--- src/hdl/wfba_pkg.sv ---
package wfba_pkg;

	// Table geometry
	localparam int MAX_BLOCKS = 16;
	localparam int SIZE_WIDTH = 16;
	localparam int IDX_W      = (MAX_BLOCKS > 1) ? $clog2(MAX_BLOCKS) : 1;
	localparam int LIM_W      = $clog2(MAX_BLOCKS + 1);

	// Stream field widths
	localparam int CFG_W  = 5;
	localparam int BLK_W  = 4;
	localparam int FLD_W  = 16;
	localparam int REQ_W  = 16;
	localparam int IN_W   = 24;
	localparam int OUT_W  = 40;

	// Command queue between front and back, depth is a power of two
	localparam int QDEPTH = 2;
	localparam int QPTR_W = $clog2(QDEPTH);
	localparam int QCNT_W = $clog2(QDEPTH + 1);

	// Item kinds on the op field
	localparam logic OP_LOAD  = 1'b0;
	localparam logic OP_ALLOC = 1'b1;

	typedef struct packed {
		logic                  alloc;
		logic                  wr_en;
		logic [IDX_W-1:0]      idx;
		logic [SIZE_WIDTH-1:0] size;
	} cmd_t;

endpackage

--- src/hdl/wfba_front.sv ---
module wfba_front
	import wfba_pkg::*;
(
	input  logic             clk,
	input  logic             arst_n,
	input  logic             s_tvalid,
	output logic             s_tready,
	input  logic [IN_W-1:0]  s_tdata,
	input  logic [0:0]       s_tuser,
	output logic             cmd_valid,
	input  logic             cmd_ready,
	output cmd_t             cmd
);

	cmd_t              q_q [QDEPTH];
	logic [QPTR_W-1:0] wr_ptr_q;
	logic [QPTR_W-1:0] rd_ptr_q;
	logic [QCNT_W-1:0] count_q;
	logic [BLK_W-1:0]  in_idx;
	logic [FLD_W-1:0]  in_size;
	cmd_t              in_cmd;
	logic              push;
	logic              pop;

	assign in_idx  = s_tdata[BLK_W-1:0];
	assign in_size = s_tdata[BLK_W+FLD_W-1:BLK_W];

	// Classify: a load outside the table writes nothing but still clears the counter
	always_comb begin
		in_cmd.alloc = (s_tuser[0] == OP_ALLOC);
		in_cmd.wr_en = (s_tuser[0] == OP_LOAD) && (int'(in_idx) < MAX_BLOCKS);
		in_cmd.idx   = IDX_W'(in_idx);
		in_cmd.size  = SIZE_WIDTH'(in_size);
	end

	assign s_tready  = (count_q != QCNT_W'(QDEPTH));
	assign push      = s_tvalid && s_tready;
	assign cmd_valid = (count_q != '0);
	assign pop       = cmd_valid && cmd_ready;
	assign cmd       = q_q[rd_ptr_q];

	always_ff @(posedge clk) begin
		if (push) begin
			q_q[wr_ptr_q] <= in_cmd;
		end
	end

	always_ff @(posedge clk or negedge arst_n) begin
		if (!arst_n) begin
			wr_ptr_q <= '0;
			rd_ptr_q <= '0;
			count_q  <= '0;
		end else begin
			if (push) begin
				wr_ptr_q <= wr_ptr_q + 1'b1;
			end
			if (pop) begin
				rd_ptr_q <= rd_ptr_q + 1'b1;
			end
			if (push && !pop) begin
				count_q <= count_q + 1'b1;
			end else if (pop && !push) begin
				count_q <= count_q - 1'b1;
			end
		end
	end

	a_count_bound: assert property (@(posedge clk) disable iff (!arst_n)
		count_q <= QCNT_W'(QDEPTH))
		else $error("command queue over capacity");

	a_push_moves_count: assert property (@(posedge clk) disable iff (!arst_n)
		(push && !pop) |=> (count_q == $past(count_q) + 1'b1))
		else $error("queue count missed a push");

	a_pop_nonempty: assert property (@(posedge clk) disable iff (!arst_n)
		pop |-> (count_q != '0))
		else $error("pop from empty queue");

endmodule

--- src/hdl/wfba_back.sv ---
module wfba_back
	import wfba_pkg::*;
(
	input  logic             clk,
	input  logic             arst_n,
	input  logic [LIM_W-1:0] lim,
	input  logic             cmd_valid,
	output logic             cmd_ready,
	input  cmd_t             cmd,
	output logic             m_tvalid,
	input  logic             m_tready,
	output logic [OUT_W-1:0] m_tdata,
	output logic [0:0]       m_tuser
);

	localparam logic [1:0] ST_IDLE   = 2'd0;
	localparam logic [1:0] ST_SCAN   = 2'd1;
	localparam logic [1:0] ST_DRAIN  = 2'd2;
	localparam logic [1:0] ST_FINISH = 2'd3;

	logic [1:0]            state_q;
	logic [SIZE_WIDTH-1:0] mem_q [MAX_BLOCKS];
	logic [IDX_W-1:0]      scan_q;
	logic [LIM_W-1:0]      lim_q;
	logic [SIZE_WIDTH-1:0] size_q;
	logic [REQ_W-1:0]      req_cnt_q;
	logic                  found_q;
	logic [IDX_W-1:0]      best_idx_q;
	logic [SIZE_WIDTH-1:0] best_val_q;
	logic [SIZE_WIDTH-1:0] rd_data_s1;
	logic [IDX_W-1:0]      rd_idx_s1;
	logic                  rd_vld_s1;
	logic                  out_valid_q;
	logic                  out_granted_q;
	logic [BLK_W-1:0]      out_block_q;
	logic [FLD_W-1:0]      out_remain_q;
	logic [REQ_W-1:0]      out_req_q;
	logic                  pop;
	logic                  out_free;
	logic                  finish;
	logic                  last_addr;
	logic                  wr_en;
	logic [IDX_W-1:0]      wr_addr;
	logic [SIZE_WIDTH-1:0] wr_data;
	logic [SIZE_WIDTH-1:0] remain;

	assign cmd_ready = (state_q == ST_IDLE);
	assign pop       = cmd_valid && cmd_ready;
	assign out_free  = !out_valid_q || m_tready;
	assign finish    = (state_q == ST_FINISH) && out_free;
	assign last_addr = ((LIM_W'(scan_q) + 1'b1) == lim_q);
	assign remain    = best_val_q - size_q;

	// Single write port: loads from idle, grant updates from finish
	always_comb begin
		wr_en   = 1'b0;
		wr_addr = cmd.idx;
		wr_data = cmd.size;
		if (pop && !cmd.alloc && cmd.wr_en) begin
			wr_en = 1'b1;
		end else if (finish && found_q) begin
			wr_en   = 1'b1;
			wr_addr = best_idx_q;
			wr_data = remain;
		end
	end

	always_ff @(posedge clk) begin
		if (wr_en) begin
			mem_q[wr_addr] <= wr_data;
		end
		rd_data_s1 <= mem_q[scan_q];
		rd_idx_s1  <= scan_q;
	end

	always_ff @(posedge clk or negedge arst_n) begin
		if (!arst_n) begin
			state_q   <= ST_IDLE;
			scan_q    <= '0;
			lim_q     <= '0;
			size_q    <= '0;
			req_cnt_q <= '0;
			found_q   <= 1'b0;
			best_idx_q <= '0;
			best_val_q <= '0;
			rd_vld_s1 <= 1'b0;
		end else begin
			rd_vld_s1 <= (state_q == ST_SCAN);
			unique case (state_q)
				ST_IDLE: begin
					if (pop) begin
						if (!cmd.alloc) begin
							req_cnt_q <= '0;
						end else begin
							req_cnt_q  <= req_cnt_q + 1'b1;
							size_q     <= cmd.size;
							lim_q      <= lim;
							scan_q     <= '0;
							found_q    <= 1'b0;
							best_idx_q <= '0;
							best_val_q <= '0;
							state_q    <= (lim == '0) ? ST_FINISH : ST_SCAN;
						end
					end
				end
				ST_SCAN: begin
					if (last_addr) begin
						state_q <= ST_DRAIN;
					end else begin
						scan_q <= scan_q + 1'b1;
					end
				end
				ST_DRAIN: begin
					state_q <= ST_FINISH;
				end
				ST_FINISH: begin
					if (out_free) begin
						state_q <= ST_IDLE;
					end
				end
				default: begin
					state_q <= ST_IDLE;
				end
			endcase
			// Keep the largest fitting size, lowest index on ties
			if (rd_vld_s1 && (rd_data_s1 >= size_q) &&
			    (!found_q || (rd_data_s1 > best_val_q))) begin
				found_q    <= 1'b1;
				best_idx_q <= rd_idx_s1;
				best_val_q <= rd_data_s1;
			end
		end
	end

	always_ff @(posedge clk or negedge arst_n) begin
		if (!arst_n) begin
			out_valid_q <= 1'b0;
		end else if (finish) begin
			out_valid_q <= 1'b1;
		end else if (m_tready) begin
			out_valid_q <= 1'b0;
		end
	end

	always_ff @(posedge clk) begin
		if (finish) begin
			out_granted_q <= found_q;
			out_block_q   <= found_q ? BLK_W'(best_idx_q) : '0;
			out_remain_q  <= found_q ? FLD_W'(remain) : '0;
			out_req_q     <= req_cnt_q;
		end
	end

	assign m_tvalid = out_valid_q;
	assign m_tuser  = out_granted_q;
	assign m_tdata  = {{(OUT_W - BLK_W - FLD_W - REQ_W){1'b0}},
		out_req_q, out_remain_q, out_block_q};

	a_not_granted_zero: assert property (@(posedge clk) disable iff (!arst_n)
		(out_valid_q && !out_granted_q) |-> (out_block_q == '0 && out_remain_q == '0))
		else $error("refused request carries block or size");

	a_best_fits: assert property (@(posedge clk) disable iff (!arst_n)
		found_q |-> (best_val_q >= size_q))
		else $error("best block smaller than request");

	a_scan_reads: assert property (@(posedge clk) disable iff (!arst_n)
		(state_q == ST_SCAN) |=> rd_vld_s1)
		else $error("scan address issued without read data");

	a_scan_in_range: assert property (@(posedge clk) disable iff (!arst_n)
		(state_q == ST_SCAN) |-> (LIM_W'(scan_q) < lim_q))
		else $error("scan past block count");

endmodule

--- src/hdl/worst_fit_block_allocator_top.sv ---
// Load item: handled as it leaves the queue, no result; the back end takes items only when idle.
// Allocate item: back-end steps dequeue, N reads, drain, finish, N = min(block_count, 16);
//   from dequeue straight to finish when block_count is 0; result valid the cycle after finish.
// A two-entry request queue lets new items arrive while a scan is running.
// arst_n clears control, queue, request counter and sets block_count to 16;
//   the size table is not cleared and must be loaded before use.
module worst_fit_block_allocator_top
	import wfba_pkg::*;
(
	input  logic             clk,
	input  logic             arst_n,
	// Request stream
	input  logic             s_tvalid,
	output logic             s_tready,
	input  logic [IN_W-1:0]  s_tdata,   // [3:0] block_index, [19:4] size_value, [23:20] zero
	input  logic [0:0]       s_tuser,   // [0] op
	// Result stream
	output logic             m_tvalid,
	input  logic             m_tready,
	output logic [OUT_W-1:0] m_tdata,   // [3:0] chosen_block, [19:4] remaining_size,
	                                    // [35:20] request_number, [39:36] zero
	output logic [0:0]       m_tuser,   // [0] granted
	// Configuration: block_count
	input  logic             cfg_valid,
	output logic             cfg_ready,
	input  logic [CFG_W-1:0] cfg_data
);

	logic [CFG_W-1:0] block_count_q;
	logic [LIM_W-1:0] lim;
	logic             cmd_valid;
	logic             cmd_ready;
	cmd_t             cmd;

	// Take a configuration write on any cycle; the user must issue it only while idle.
	assign cfg_ready = 1'b1;

	always_ff @(posedge clk or negedge arst_n) begin
		if (!arst_n) begin
			block_count_q <= CFG_W'(16);
		end else if (cfg_valid && cfg_ready) begin
			block_count_q <= cfg_data;
		end
	end

	// Saturate the search span to the table depth
	always_comb begin
		if (int'(block_count_q) > MAX_BLOCKS) begin
			lim = LIM_W'(MAX_BLOCKS);
		end else begin
			lim = LIM_W'(block_count_q);
		end
	end

	// Front end: accept, classify, queue each request
	wfba_front u_front (
		.clk       (clk),
		.arst_n    (arst_n),
		.s_tvalid  (s_tvalid),
		.s_tready  (s_tready),
		.s_tdata   (s_tdata),
		.s_tuser   (s_tuser),
		.cmd_valid (cmd_valid),
		.cmd_ready (cmd_ready),
		.cmd       (cmd)
	);

	// Back end: table writes, worst-fit scan, grant update, result register
	wfba_back u_back (
		.clk       (clk),
		.arst_n    (arst_n),
		.lim       (lim),
		.cmd_valid (cmd_valid),
		.cmd_ready (cmd_ready),
		.cmd       (cmd),
		.m_tvalid  (m_tvalid),
		.m_tready  (m_tready),
		.m_tdata   (m_tdata),
		.m_tuser   (m_tuser)
	);

endmodule

--- config.mk ---
export PLATFORM = sky130hd
export DESIGN_NAME = worst_fit_block_allocator_top
export DESIGN_NICKNAME = d
export VERILOG_FILES = /design/src/hdl/wfba_pkg.sv /design/src/hdl/wfba_front.sv /design/src/hdl/wfba_back.sv /design/src/hdl/worst_fit_block_allocator_top.sv
export SDC_FILE = /design/constraint.sdc
export NUM_CORES = 1
export LEC_CHECK = 0
export ABC_AREA = 1
export BUFFER_PORTS_ARGS = -buffer_cell sky130_fd_sc_hd__buf_2
export CORE_ASPECT_RATIO = 2
export CORE_MARGIN = 2
export CORE_UTILIZATION = 40
export DETAILED_ROUTE_END_ITERATION = 8
export SLEW_MARGIN = 20
export SYNTH_ARGS = -nofsm -noshare
export SYNTH_HDL_FRONTEND = slang
export SYNTH_SLANG_ARGS = --single-unit
--- constraint.sdc ---
create_clock -name clk -period 7.15 [get_ports clk]
set_clock_uncertainty 0.1 [all_clocks]
set_input_delay 0.3575 -clock clk [delete_from_list [all_inputs] [get_ports clk]]
set_output_delay 0.3575 -clock clk [all_outputs]
set_load 0.05 [all_outputs]
## Word level (Yosys, flattened, before mapping)

Memories as Yosys holds them, arrays and structs flattened. A register that Yosys moved wholly into a read port is not among the register bits.
Index checks and enable logic that the tools add are counted.

| word-level totals | value |
|---|---|
| register bits after elaboration | 116 |
| memories | 2 |
| logic and storage cells | 110 |
| input bits | 35 |
| RAM bits | 300 |

Memory list:

| memory | words | bits a word | rd ports | clocked after memory_dff | write ports | line | RTL |
|---|---|---|---|---|---|---|---|
| u_back.mem_q | 16 | 16 | 1 | 1 | 1 | wfba_back.sv:22 | `logic [SIZE_WIDTH-1:0] mem_q [MAX_BLOCKS];` |
| u_front.q_q | 2 | 22 | 1 | 0 | 1 | wfba_front.sv:15 | `cmd_t q_q [QDEPTH];` |

| cells by class | value |
|---|---|
| add/sub/neg operators | 8 |
| mux-type cells | 36 |
| reduce and logical (&&, ||, !) cells | 31 |
| order comparisons | 3 |
| bitwise gates (word level) | 1 |
| eq/ne operators | 10 |

Operators by type and width:

| cell | count |
|---|---|
| $mux W16 | 7 |
| $mux W4 | 7 |
| $add A16 B1 Y16 const B | 1 |
| $ge A16 B16 Y1 | 1 |
| $gt A16 B16 Y1 | 1 |
| $sub A16 B16 Y16 | 1 |
| $mux W2 | 7 |
| $reduce_bool A2 Y1 | 7 |
| $mux W1 | 12 |
| $logic_and A1 B1 Y1 | 10 |
| $ne A2 B2 Y1 const B | 4 |
| $pmux W2 S4 | 1 |
| $pmux W4 S2 | 1 |
| $reduce_and A4 Y1 | 2 |
| $reduce_and A3 Y1 | 2 |
| $add A4 B1 Y5 const B | 1 |
| $eq A5 B5 Y1 | 1 |
| $gt A5 B5 Y1 const B | 1 |
| $logic_not A1 Y1 | 5 |
| $logic_not A5 Y1 | 1 |
| $mux W5 | 1 |
| $add A4 B1 Y4 const B | 1 |
| $eq A2 B2 Y1 const B | 2 |
| $ne A2 B1 Y1 const B | 2 |
| 8 further kinds | 10 |

## Logic depth before layout (Yosys ltp)

Gate-level depths: netlist of run 1.

| logic depth | value |
|---|---|
| word-level depth | 8 |
| depth in mapped cells | 17 |

## By module

Synthesis of run 1 repeated with hierarchy kept, for this count alone.

| second synthesis, totals | value |
|---|---|
| cell total of the unflattened synthesis | 1645 |
| area, all modules | 18525.3 µm² |

By module, submodules not included:

| module | seq. area each (µm²) | times used | cells an instance | area each (µm²) |
|---|---|---|---|---|
| wfba_back | 10850.4 | 1 | 1470 | 16457.0 |
| wfba_front | 1421.4 | 1 | 144 | 1828.0 |
| worst_fit_block_allocator_top | 126.4 | 1 | 31 | 240.2 |

## Worst setup path before layout of run 1

OpenSTA, ideal clock, no wires.

| timing path | value |
|---|---|
| kind | flip-flop to flip-flop |
| start point | reg u_back.best_val_q[0] |
| end point | mem u_back.mem_q[0][8], data pin |
| path slack | 4399 ps |
| buffers on the path | 0 |
| stages on the path, launching flop included | 11 |
| data required time | 6720 ps |
| period minus slack after synthesis | 2751 ps |
| data arrival time | 2321 ps |
| cell sequence | dfrtp_1 inv_1 ha_1 fa_1 inv_1 nand3_1 nand2_1 a21boi_0 o21bai_1 xnor2_1 o21ai_0 |

| between the ends | value |
|---|---|
| cells in the longest elaborated chain, start to end | 3 |

Ends and longest elaborated chain:

| element | line | RTL |
|---|---|---|
| from (decl) | wfba_back.sv:29 | `logic [SIZE_WIDTH-1:0] best_val_q;` |
| from (signal assigned) | wfba_back.sv:130 | `best_val_q <= rd_data_s1;` |
| $sub A16 B16 Y16 | wfba_back.sv:52 | `assign remain = best_val_q - size_q;` |
| $mux W16 | wfba_back.sv:61 | `end else if (finish && found_q) begin` |
| $mux W16 | wfba_back.sv:59 | `if (pop && !cmd.alloc && cmd.wr_en) begin` |
| named net u_back.wr_data[8] | wfba_back.sv:44 | `logic [SIZE_WIDTH-1:0] wr_data;` |
| to (decl) | wfba_back.sv:22 |  |

The timed path passes the listed nets, and every way through them passes these cells.

## Final worst setup path of run 1

| timing path | value |
|---|---|
| start point | reg u_front.rd_ptr_q |
| end point | mem u_back.mem_q[8][10], enable pin |

| between the ends | value |
|---|---|
| cells in the longest elaborated chain, start to end | 7 |

Ends and longest elaborated chain:

| element | line | RTL |
|---|---|---|
| from (decl) | wfba_front.sv:17 | `logic [QPTR_W-1:0] rd_ptr_q;` |
| from (signal assigned) | wfba_front.sv:58 | `rd_ptr_q <= rd_ptr_q + 1'b1;` |
| $mem_v2 Z2 W22 * | n/a |  |
| $logic_not A1 Y1 | wfba_back.sv:59 |  |
| $logic_and A1 B1 Y1 (2 in a row) | wfba_back.sv:59 |  |
| $mux W1 | wfba_back.sv:59 |  |
| $mux W1 | wfba_back.sv:69 | `if (wr_en) begin` |
| $mux W1 (not written as such) | wfba_back.sv:70 | `mem_q[wr_addr] <= wr_data;` |

Every way passes the cells marked *; elsewhere a longest branch is shown, timed or not.

==> results_dict.tcl, run 1 <==
set metrics [dict create \
    async_reset_ff_frac 0.174 \
    cp-start-kind "register" \
    cap_violations 0 \
    grt_pass1_wl_um 70600 \
    drt-total-wl_um 46100 \
    synth_area_sq_um 18500 \
    synth_cell_types 57 \
    overflow 0 \
    detailed_place_hpwl_um 31800 \
    post_cts_buffers 0 \
    endpoint_kind "register" \
    diodes 0 \
    wire_per_inst_um 19.9 \
    setup_viol 0 \
    cts.sinks 432 \
    antenna_found_initial 1 \
    grt_max_degree 98 \
    fin_crit_sh 0.521 \
    grt_usage 0.194 \
    final_nets 1820 \
    yosysSeqAreaShare 0.669 \
    setup_tns_ns 0 \
    clk_path_buf_depth 3 \
    r2r_setup_slack_ns 3.42 \
    viasPerCell 5.32 \
    finalWorstSetupSlack_ns 3.42 \
    cp.required_ns 7.20 \
    hold_class "in -> reg" \
    core_sq_um 45800 \
    ioPinCount 79 \
    drive_gt1_frac 0.122 \
    criticalPathCategory "reg -> reg" \
    cp.arrival_ns 3.78 \
    powerDensity_nw_per_um2 437 \
    synth_enable_flop_cells 337 \
    ys_seq_elements 432 \
    p_leak_nw 8.24 \
    layout_min_cycle_time_ns 3.73 \
    path_max_fanout 35 \
    cts_root_buf "clkbuf_16" \
    num-fill-cells 4141 \
    grt_pass1_vias 12800 \
    hold_end "block_count_q[3]$_DFFE_PN0P_" \
    whs_path_depth 2 \
    row_count 111 \
    ys.flop_type "edfxtp_1" \
    hold_violations 0 \
    routabilityCongestion 0.914 \
    slew-limit-headroom 0.277 \
    reg2regPathDepth 11 \
    syn_to_final_growth_pct 13.3 \
    ir_worst_vdd_uv 191 \
    die_y_um 308 \
    cts_tree "done" \
    synthCells 1634 \
    multiInputGateArea_sq_um 5430 \
    drc 0 \
    seqCellArea_sq_um 12400 \
    initial_core_util 0.404 \
    min_from "cfg_valid" \
    synth_area_per_cell_sq_um 11.3 \
    status "finished clean" \
    drv_slew 0 \
    die_w_um 156 \
    worstMarginPinSlew_ns 1.08 \
    cts_htree_levels 2 \
    yosysWarnings 0 \
    num_vias 12400 \
    rsz0062_at_grt "false" \
    clock_latency_ns 0.55 \
    regToRegStartpoint "u_front.rd_ptr_q$_DFFE_PN0P_" \
    die-area_sq_um 48200 \
    port_buffers 69 \
    cts_made_buffers 36 \
    rr_endpoint "u_back.mem_q[8][10]$_DFFE_PP_" \
    dp_slack_ns 3.40 \
    route.antenna.remaining_nets 0 \
    first_pass_iters 5 \
    clkTransAtPathRegs_ns 0.07 \
    initialDrtViolationCount 807 \
    fmax_ghz 0.268 \
]
==> cell families (layout without fill, tap and decap cells) <==
kind of cell | after synthesis | in the layout | synth area share
and+or+nand+nor | 649 | 649 | 0.151
other | 2 | 5 | 0.000405
adders and majority gates | 56 | 56 | 0.0382
muxes | 1 | 1 | 0.000540
AOI/OAI and AO/OA | 289 | 289 | 0.0901
DFF | 432 | 432 | 0.669
buffers and inverters | 187 | 306 | 0.0418
xor gates and xnor gates | 18 | 18 | 0.00891
==> stage by stage <==
| stage | utilization | cell area, sq um | power (mW) | hold WS [ns] | std cells |
|---|---|---|---|---|---|
| after floorplan | - | 18500 | 6.07 | -0.0381 | 1637 |
| after global placement | 0.426 | 19500 | 7.11 | 0.174 | 2223 |
| after detailed placement | 0.426 | 19500 | 7.22 | 0.176 | 2223 |
| after CTS | 0.458 | 21000 | 9.22 | 0.0194 | 2321 |
| after global routing | 0.458 | 21000 | 9.73 | 0.0814 | 2321 |
| final | 0.458 | 21000 | 9.18 | 0.0515 | 2321 |
==> synth_stat cells, types with 2 or more instances <==
cell type / number / share of area
nand3b_1: 2 / 0.00081
buf_1: 3 / 0.00061
xnor2_1: 9 / 0.0043
conb_1: 2 / 0.00041
buf_2: 27 / 0.0073
dfrtp_1: 74 / 0.10
o21bai_1: 5 / 0.0020
a221oi_1: 18 / 0.0085
nor3_1: 6 / 0.0016
nor4_1: 2 / 0.00067
xor2_1: 8 / 0.0038
nor2_1: 133 / 0.027
nand2_4: 2 / 0.0012
and2_1: 2 / 0.00067
nand2b_1: 2 / 0.00067
o211ai_1: 2 / 0.00081
nand2_2: 7 / 0.0024
o21ai_2: 3 / 0.0014
edfxtp_1: 337 / 0.55
inv_2: 5 / 0.0010
or2_1: 2 / 0.00067
o21ai_0: 137 / 0.037
o221ai_1: 9 / 0.0043
nand3_1: 100 / 0.027
nand4_1: 24 / 0.0081
or2_2: 4 / 0.0013
nand3_2: 8 / 0.0043
o21ai_1: 6 / 0.0016
inv_1: 104 / 0.021
nand2_1: 348 / 0.070
dfxtp_1: 20 / 0.022
nor3_4: 2 / 0.0018
o221a_2: 5 / 0.0030
a21boi_0: 3 / 0.0012
ha_1: 55 / 0.037
a21oi_1: 71 / 0.019
a21o_1: 3 / 0.0012
clkbuf_1: 36 / 0.0073
buf_4: 7 / 0.0028
o22ai_1: 23 / 0.0078
nor2_2: 2 / 0.00067
==> how the worst max path moves through the flow <==
| stage | startpoint | end | slack (ns) | cells after the start |
|---|---|---|---|---|
| finish | u_front.rd_ptr_q$_DFFE_PN0P_ | u_back.mem_q[8][10]$_DFFE_PP_ | 3.42 | 11 |
| global placement | u_front.rd_ptr_q$_DFFE_PN0P_ | u_back.mem_q[11][5]$_DFFE_PP_ | 3.48 | 11 |
| floorplan | u_back.best_val_q[0]$_DFFE_PN0P_ | u_back.mem_q[0][8]$_DFFE_PP_ | 4.40 | 10 |
| global route | u_front.rd_ptr_q$_DFFE_PN0P_ | u_back.mem_q[8][15]$_DFFE_PP_ | 3.18 | 11 |
| detailed placement | u_front.rd_ptr_q$_DFFE_PN0P_ | u_back.mem_q[10][5]$_DFFE_PP_ | 3.40 | 12 |
| CTS | u_front.rd_ptr_q$_DFFE_PN0P_ | u_back.mem_q[11][11]$_DFFE_PP_ | 3.37 | 11 |
==> final cells by class <==
cell class | count | share of cell area
Sequential cell | 432 | 0.591
Multi-Input combinational cell | 1018 | 0.259
Clock buffer | 46 | 0.0462
Timing Repair Buffer | 129 | 0.0420
Tap cell | 565 | 0.0337
Inverter | 112 | 0.0203
Clock inverter | 19 | 0.00864
==> critical path, cell delays in order (launching register included) <==
cell and delay (ns):
dfrtp_1 0.36, buf_4 0.22, inv_2 0.40, nand2_2 0.09
nand2_2 0.14, nor2_4 0.06, nand2_2 0.11, nand2_4 0.22
or2_1 0.31, o21ai_2 0.11, nand2_1 0.25, nor2_2 0.90
==> metal layers <==
metal / vias to the layer above / share of wire / GRT usage
met5: - / 0 / 0
met4: 0 / 0.057 / 0.109
met3: 112 / 0.032 / 0.0197
met2: 299 / 0.57 / 0.390
met1: 6042 / 0.34 / 0.187
li1: 5902 / - / -
==> flip-flops by register name, indices dropped and copies added (netlist names), 4 cells and up <==
register             cells
u_back.req_cnt_q        16
u_back.lim_q             5
u_back.best_idx_q        4
u_back.rd_data_s1       16
u_back.rd_idx_s1         4
u_back.size_q           16
block_count_q            5
u_back.scan_q            4
u_back.out_req_q        16
u_back.out_block_q       4
u_back.mem_q           256
u_front.q_q             44
u_back.best_val_q       16
u_back.out_remain_q     16
==> where the power goes <==
group	leakage [nW]	switching, mW	internal [mW]
clock	0.552	0.909	1.08
sequential	4.21	0.219	3.50
combinational	3.48	2.49	0.982
==> cells in the final DEF, fill, tap and decap left out, types with 9 or more instances in the layout <==
cell,synthesis,routed
a221oi_1,18,18
nand3_1,100,100
o221ai_1,9,9
dfxtp_1,20,20
o21ai_0,137,137
ha_1,55,55
clkbuf_16,0,37
nand4_1,24,24
dlygate4sd3_1,0,33
inv_1,104,103
a21oi_1,71,71
buf_4,7,28
nor2_2,2,18
edfxtp_1,337,337
nor2_1,133,115
xnor2_1,9,9
buf_2,27,68
nand2_1,348,348
dfrtp_1,74,73
o22ai_1,23,23
==> repair_timing <==
action	in CTS	in global routing
endpoints found under the hold margin	72	0
resized for setup	0	0
hold buffers	33	0
No activity file was read; power rests on OpenSTA's default activity.
==> run 2: changes to the inputs <==
ABC_AREA = 0   (was 1)
clock period = 3.1 ns   (was 7.15 ns; I/O delays follow)
==> results_dict.tcl, run 2 <==
set metrics [dict create \
    cpMaxStageDelayCell "a2111oi_1" \
    largest_register "u_back.mem_q" \
    slew-limit-headroom 0.375 \
    route.met2.wl_um 24100 \
    overflow 0 \
    final_cell_mix "edfxtp_1 (337), nand2_1 (98), mux2i_1 (92)" \
    synth_area_leader_cell "edfxtp_1" \
    largest_register_ff_count 256 \
    drc 0 \
    criticalPathCategory "reg -> reg" \
    wire_per_inst_um 21.5 \
    largest_registers "u_back.mem_q (256), u_front.q_q (44)" \
    route.antenna.remaining_nets 0 \
    top_layer_used "met4" \
    row_count 110 \
    clkTransAtPathRegs_ns 0.07 \
    synth_cell_types 65 \
    grt_usage 0.183 \
    cts_made_buffers 37 \
    yosysWarnings 0 \
    cpMostUsedCell "buf_4" \
    hold_class "in -> async" \
    cts_htree_levels 2 \
    initialDrtViolationCount 576 \
    cp.required_ns 3.27 \
    layout_min_cycle_time_ns 2.94 \
    fin_crit_sh 0.949 \
    port_buffers 69 \
    synth_enable_flop_cells 337 \
    num_vias 10800 \
    powerDensity_nw_per_um2 980 \
    antenna_found_initial 0 \
    synthCells 1243 \
    cp_cell_sequence "inv_1 > ha_1 > fa_2 > nor2b_2 > o31ai_1 > a2111oi_1 > buf_4 > nor4_1 > a311oi_1 > buf_4 > mux2i_1 > buf_4" \
    p_leak_nw 8.05 \
    mostFrequentLayoutCell "edfxtp_1" \
    cp.arrival_ns 3.11 \
    async_reset_ff_frac 0.174 \
    synth_area_leaders "edfxtp_1 (55%), dfrtp_1 (10%), mux2i_1 (5.1%)" \
    drv_slew 0 \
    grt_pass1_vias 11400 \
    clk_path_buf_depth 3 \
    synth_most_common_cell "edfxtp_1" \
    setup_viol 0 \
    ys_seq_elements 432 \
    diodes 0 \
    wl_met3_um 1470 \
    synth_area_sq_um 18300 \
    detailed_place_hpwl_um 30100 \
    cts_root_buf "clkbuf_16" \
    cap_violations 0 \
    cts.sinks 432 \
    endpoint_kind "register" \
    fmax_ghz 0.340 \
    grt_max_degree 67 \
    ys_top_cells_by_count "edfxtp_1 (337), nand2_1 (98), mux2i_1 (93)" \
    whs_ns 0.175 \
    status "finished clean" \
    final_nets 1503 \
    core_sq_um 45100 \
    first_pass_iters 5 \
    synthDominantCellAreaShare 0.553 \
    post_cts_buffers 0 \
    die_y_um 307 \
    routabilityCongestion 0.930 \
    die_w_um 155 \
    clock_latency_ns 0.54 \
    rsz0062_at_grt "false" \
    hold_violations 0 \
    ioPinCount 79 \
    grt_pass1_wl_um 65500 \
    drive_gt1_frac 0.196 \
    initial_core_util 0.406 \
    syn_to_final_growth_pct 16.3 \
    ys.flop_type "edfxtp_1" \
    yosysSeqAreaShare 0.677 \
    synth_area_per_cell_sq_um 14.7 \
    final_util 0.472 \
    ir_worst_vdd_uv 452 \
    cp_slowest_stage_delay_ns 0.43 \
    cp-start-kind "register" \
    path_max_fanout 16 \
    cts_tree "done" \
    die-area_sq_um 47600 \
    drt-total-wl_um 42900 \
    wl_met1_um 15100 \
    worstMarginPinSlew_ns 0.937 \
    viasPerCell 5.38 \
]
==> run 2: final cells by class <==
cell class / instances / area, sq um
multi-input cells: 709 / 5480
fillers: 3964 / 23800
flip-flops and latches: 432 / 12400
repair buffers: 183 / 1390
well taps: 560 / 701
inverters: 49 / 184
clock inverters: 14 / 81.3
clock buffers: 54 / 1060
==> run 2: power breakdown <==
group	total (mW)	internal (mW)	switching (mW)
Combinational	8.03	3.06	4.98
Sequential	8.39	7.91	0.480
Clock	4.46	2.41	2.05
==> run 2: cells by family after synthesis <==
kind of cell,count (synthesis),synth area share
buffers and inverters,105,0.0255
and+or+nand+nor,260,0.0657
xor gates and xnor gates,27,0.0129
AOI/OAI and AO/OA,203,0.0686
DFF,432,0.677
muxes,158,0.111
adders and majority gates,56,0.0387
other,2,0.000410
==> run 2: repair_timing <==
item | CTS | global route
setup endpoints to repair | 16 | 16
hold endpoints to repair | 116 | 0
gates resized for setup | 2 | 3
pin swaps | 0 | 1
hold buffers | 34 | 0
==> run 2: layer usage <==
metal  vias up  global-route usage
met4         0              0.0949
li1       4992                   -
met1      5407               0.187
met2       261               0.360
met5         -                   0
met3       102              0.0192
==> run 2: through the flow <==
step / area [sq um] / setup slack, ns / setup TNS (ns) / power (mW) / cells
after floorplan: 18300 / 0.0828 / 0 / 13.7 / 1246
after detailed placement: 19800 / -0.285 / -4.55 / 16.5 / 1899
after global placement: 19800 / -0.157 / -2.51 / 16.4 / 1899
after CTS: 21300 / 0.0608 / 0 / 21.1 / 2001
final: 21300 / 0.157 / 0 / 20.9 / 2001
after global routing: 21300 / 0.0218 / 0 / 22.1 / 2001
==> run 2: worst max-delay path: cells and delay by family, from the launching register on <==
family,cells,cell delay [ns]
DFF,1,0.35
buffers and inverters,4,0.60
and+or+nand+nor,2,0.20
muxes,1,0.07
AOI/OAI and AO/OA,3,0.75
adders and majority gates,2,0.59
==> run 2: final timing paths <==
path | startpoint | end | slack (ns) | cells after the start
setup reg to reg | u_back.best_val_q[0]$_DFFE_PN0P_ | u_back.mem_q[6][12]$_DFFE_PP_ | 0.16 | 12
setup / recovery | u_back.best_val_q[0]$_DFFE_PN0P_ | u_back.mem_q[6][12]$_DFFE_PP_ | 0.16 | 12
max in group asynchronous | arst_n | u_back.req_cnt_q[3]$_DFFE_PN0P_ | 2.02 | 3
hold reg to reg | u_back.rd_idx_s1[3]$_DFF_P_ | u_back.best_idx_q[3]$_DFFE_PN0P_ | 0.33 | 2
min in group clk | s_tdata[18] | u_front.q_q[1][14]$_DFFE_PP_ | 0.24 | 2
hold / removal | arst_n | u_back.lim_q[2]$_DFFE_PN0P_ | 0.18 | 2
==> run 3: changes to the inputs <==
CORE_UTILIZATION = 55   (was 40)
PLACE_DENSITY = 0.75   (was default)
==> results_dict.tcl, run 3 (synthesis gave the netlist of run 2 again) <==
set metrics [dict create \
    status "finished clean" \
    die_w_um 133 \
    routabilityCongestion 0.948 \
    criticalPathCategory "reg -> reg" \
    cts_htree_levels 2 \
    cp-start-kind "register" \
    drc 0 \
    grt_pass1_vias 11500 \
    first_pass_iters 5 \
    drive_gt1_frac 0.210 \
    hold_class "in -> async" \
    path_buf_inv 3 \
    cpMostUsedCell "buf_4" \
    cp.arrival_ns 3.19 \
    drt-total-wl_um 43400 \
    die_y_um 262 \
    diodes 0 \
    cpMaxStageDelayCell "dfrtp_1" \
    cts_made_buffers 37 \
    slew-limit-headroom 0.465 \
    cap_violations 0 \
    row_count 94 \
    clkTransAtPathRegs_ns 0.07 \
    clock_latency_ns 0.56 \
    antenna_found_initial 0 \
    overflow 0 \
    setup_viol 0 \
    drv_slew 0 \
    grt_max_degree 65 \
    viasPerCell 5.83 \
    num_vias 11000 \
    fin_crit_sh 0.967 \
    largest_register_ff_count 256 \
    syn_to_final_growth_pct 16.5 \
    cts_tree "done" \
    initialDrtViolationCount 917 \
    powerDensity_nw_per_um2 999 \
    rsz0062_at_grt "false" \
    largest_register "u_back.mem_q" \
    die-area_sq_um 34900 \
    setup_tns_ns 0 \
    wire_per_inst_um 23.1 \
    p_leak_nw 8.13 \
    layout_min_cycle_time_ns 3.00 \
    cp_slowest_stage_delay_ns 0.42 \
    grt_usage 0.255 \
    crit_family "compound AO/OA/AOI/OAI gates" \
    mostFrequentLayoutCell "edfxtp_1" \
    clk_path_buf_depth 3 \
    detailed_place_hpwl_um 29700 \
    cts_root_buf "clkbuf_16" \
    largest_registers "u_back.mem_q (256), u_front.q_q (44)" \
    final_nets 1514 \
    core_sq_um 32800 \
    route.antenna.remaining_nets 0 \
    worstMarginPinSlew_ns 0.781 \
    port_buffers 69 \
    hold_violations 0 \
    fin_area_sq_um 21300 \
    cts.sinks 432 \
    path_max_fanout 8 \
    grt_pass1_wl_um 65800 \
    ioPinCount 79 \
    cp_cell_sequence "ha_4 > fa_2 > nor2b_4 > o31ai_4 > a2111oi_4 > buf_4 > nor4_1 > a311oi_1 > buf_4 > mux2i_2 > buf_4" \
    place_area_sq_um 19700 \
    cp.required_ns 3.29 \
    fmax_ghz 0.334 \
    endpoint_kind "register" \
    ir_worst_vdd_uv 548 \
    initial_core_util 0.558 \
    final_cell_mix "edfxtp_1 (337), nand2_1 (98), mux2i_1 (88)" \
]
-- run 3: cell type report --
type	instances	area, sq um
multi-input cells	709	5550
clock buffers	44	972
clock inverters	24	230
well taps	432	541
inverters	49	184
fillers	2283	11500
repair buffers	194	1450
flip-flops and latches	432	12400
-- run 3: final timing paths --
path / start / endpoint / slack [ns] / depth (start not counted)
worst max-delay path: u_back.size_q[0]$_DFFE_PN0P_ / u_back.mem_q[8][12]$_DFFE_PP_ / 0.10 / 11
worst min-delay path: arst_n / block_count_q[3]$_DFFE_PN0P_ / 0.16 / 2
worst max register to register: u_back.size_q[0]$_DFFE_PN0P_ / u_back.mem_q[8][12]$_DFFE_PP_ / 0.10 / 11
worst min register to register: u_back.rd_idx_s1[1]$_DFF_P_ / u_back.best_idx_q[1]$_DFFE_PN0P_ / 0.34 / 2
max in group asynchronous: arst_n / u_front.rd_ptr_q$_DFFE_PN0P_ / 2.06 / 3
min in group clk: s_tdata[12] / u_front.q_q[1][8]$_DFFE_PP_ / 0.23 / 2
-- run 3: routing by layer --
metal	wire length, um	part of all wire	global-route usage	vias up
li1	-	-	-	5026
met1	14400	0.33	0.257	5490
met2	24400	0.56	0.488	334
met3	1620	0.037	0.0301	131
met4	3100	0.071	0.170	0
met5	0	0	0	-
-- run 3: where the power goes --
part	internal (mW)	switching, mW	total (mW)	leakage [nW]
logic	3.16	5.17	8.33	3.33
registers	7.91	0.487	8.40	4.20
clock network	2.46	2.11	4.57	0.592
total	13.5	7.77	21.3	8.13
-- run 3: repair_timing --
item	CTS	global route
cloned	1	0
pin swaps	1	3
setup buffers	0	3
setup endpoints to repair	48	48
endpoints found under the hold margin	106	0
hold buffers	34	0
gates resized for setup	9	9
-- run 3: per-stage QoR --
| stage | total power, mW | worst slack [ns] | hold slack [ns] | utilization | std cells |
|---|---|---|---|---|---|
| 3_3_place_gp | 16.2 | -0.104 | 0.181 | 0.599 | 1778 |
| 4_1_cts | 21.2 | 0.00259 | 0.143 | 0.647 | 1881 |
| 2_1_floorplan | 13.7 | 0.0828 | -0.241 | - | 1246 |
| 5_1_grt | 22.4 | 0.00508 | 0.227 | 0.650 | 1884 |
| 3_5_place_dp | 16.5 | -0.121 | 0.178 | 0.599 | 1778 |
| 6_report | 21.3 | 0.103 | 0.155 | 0.650 | 1884 |
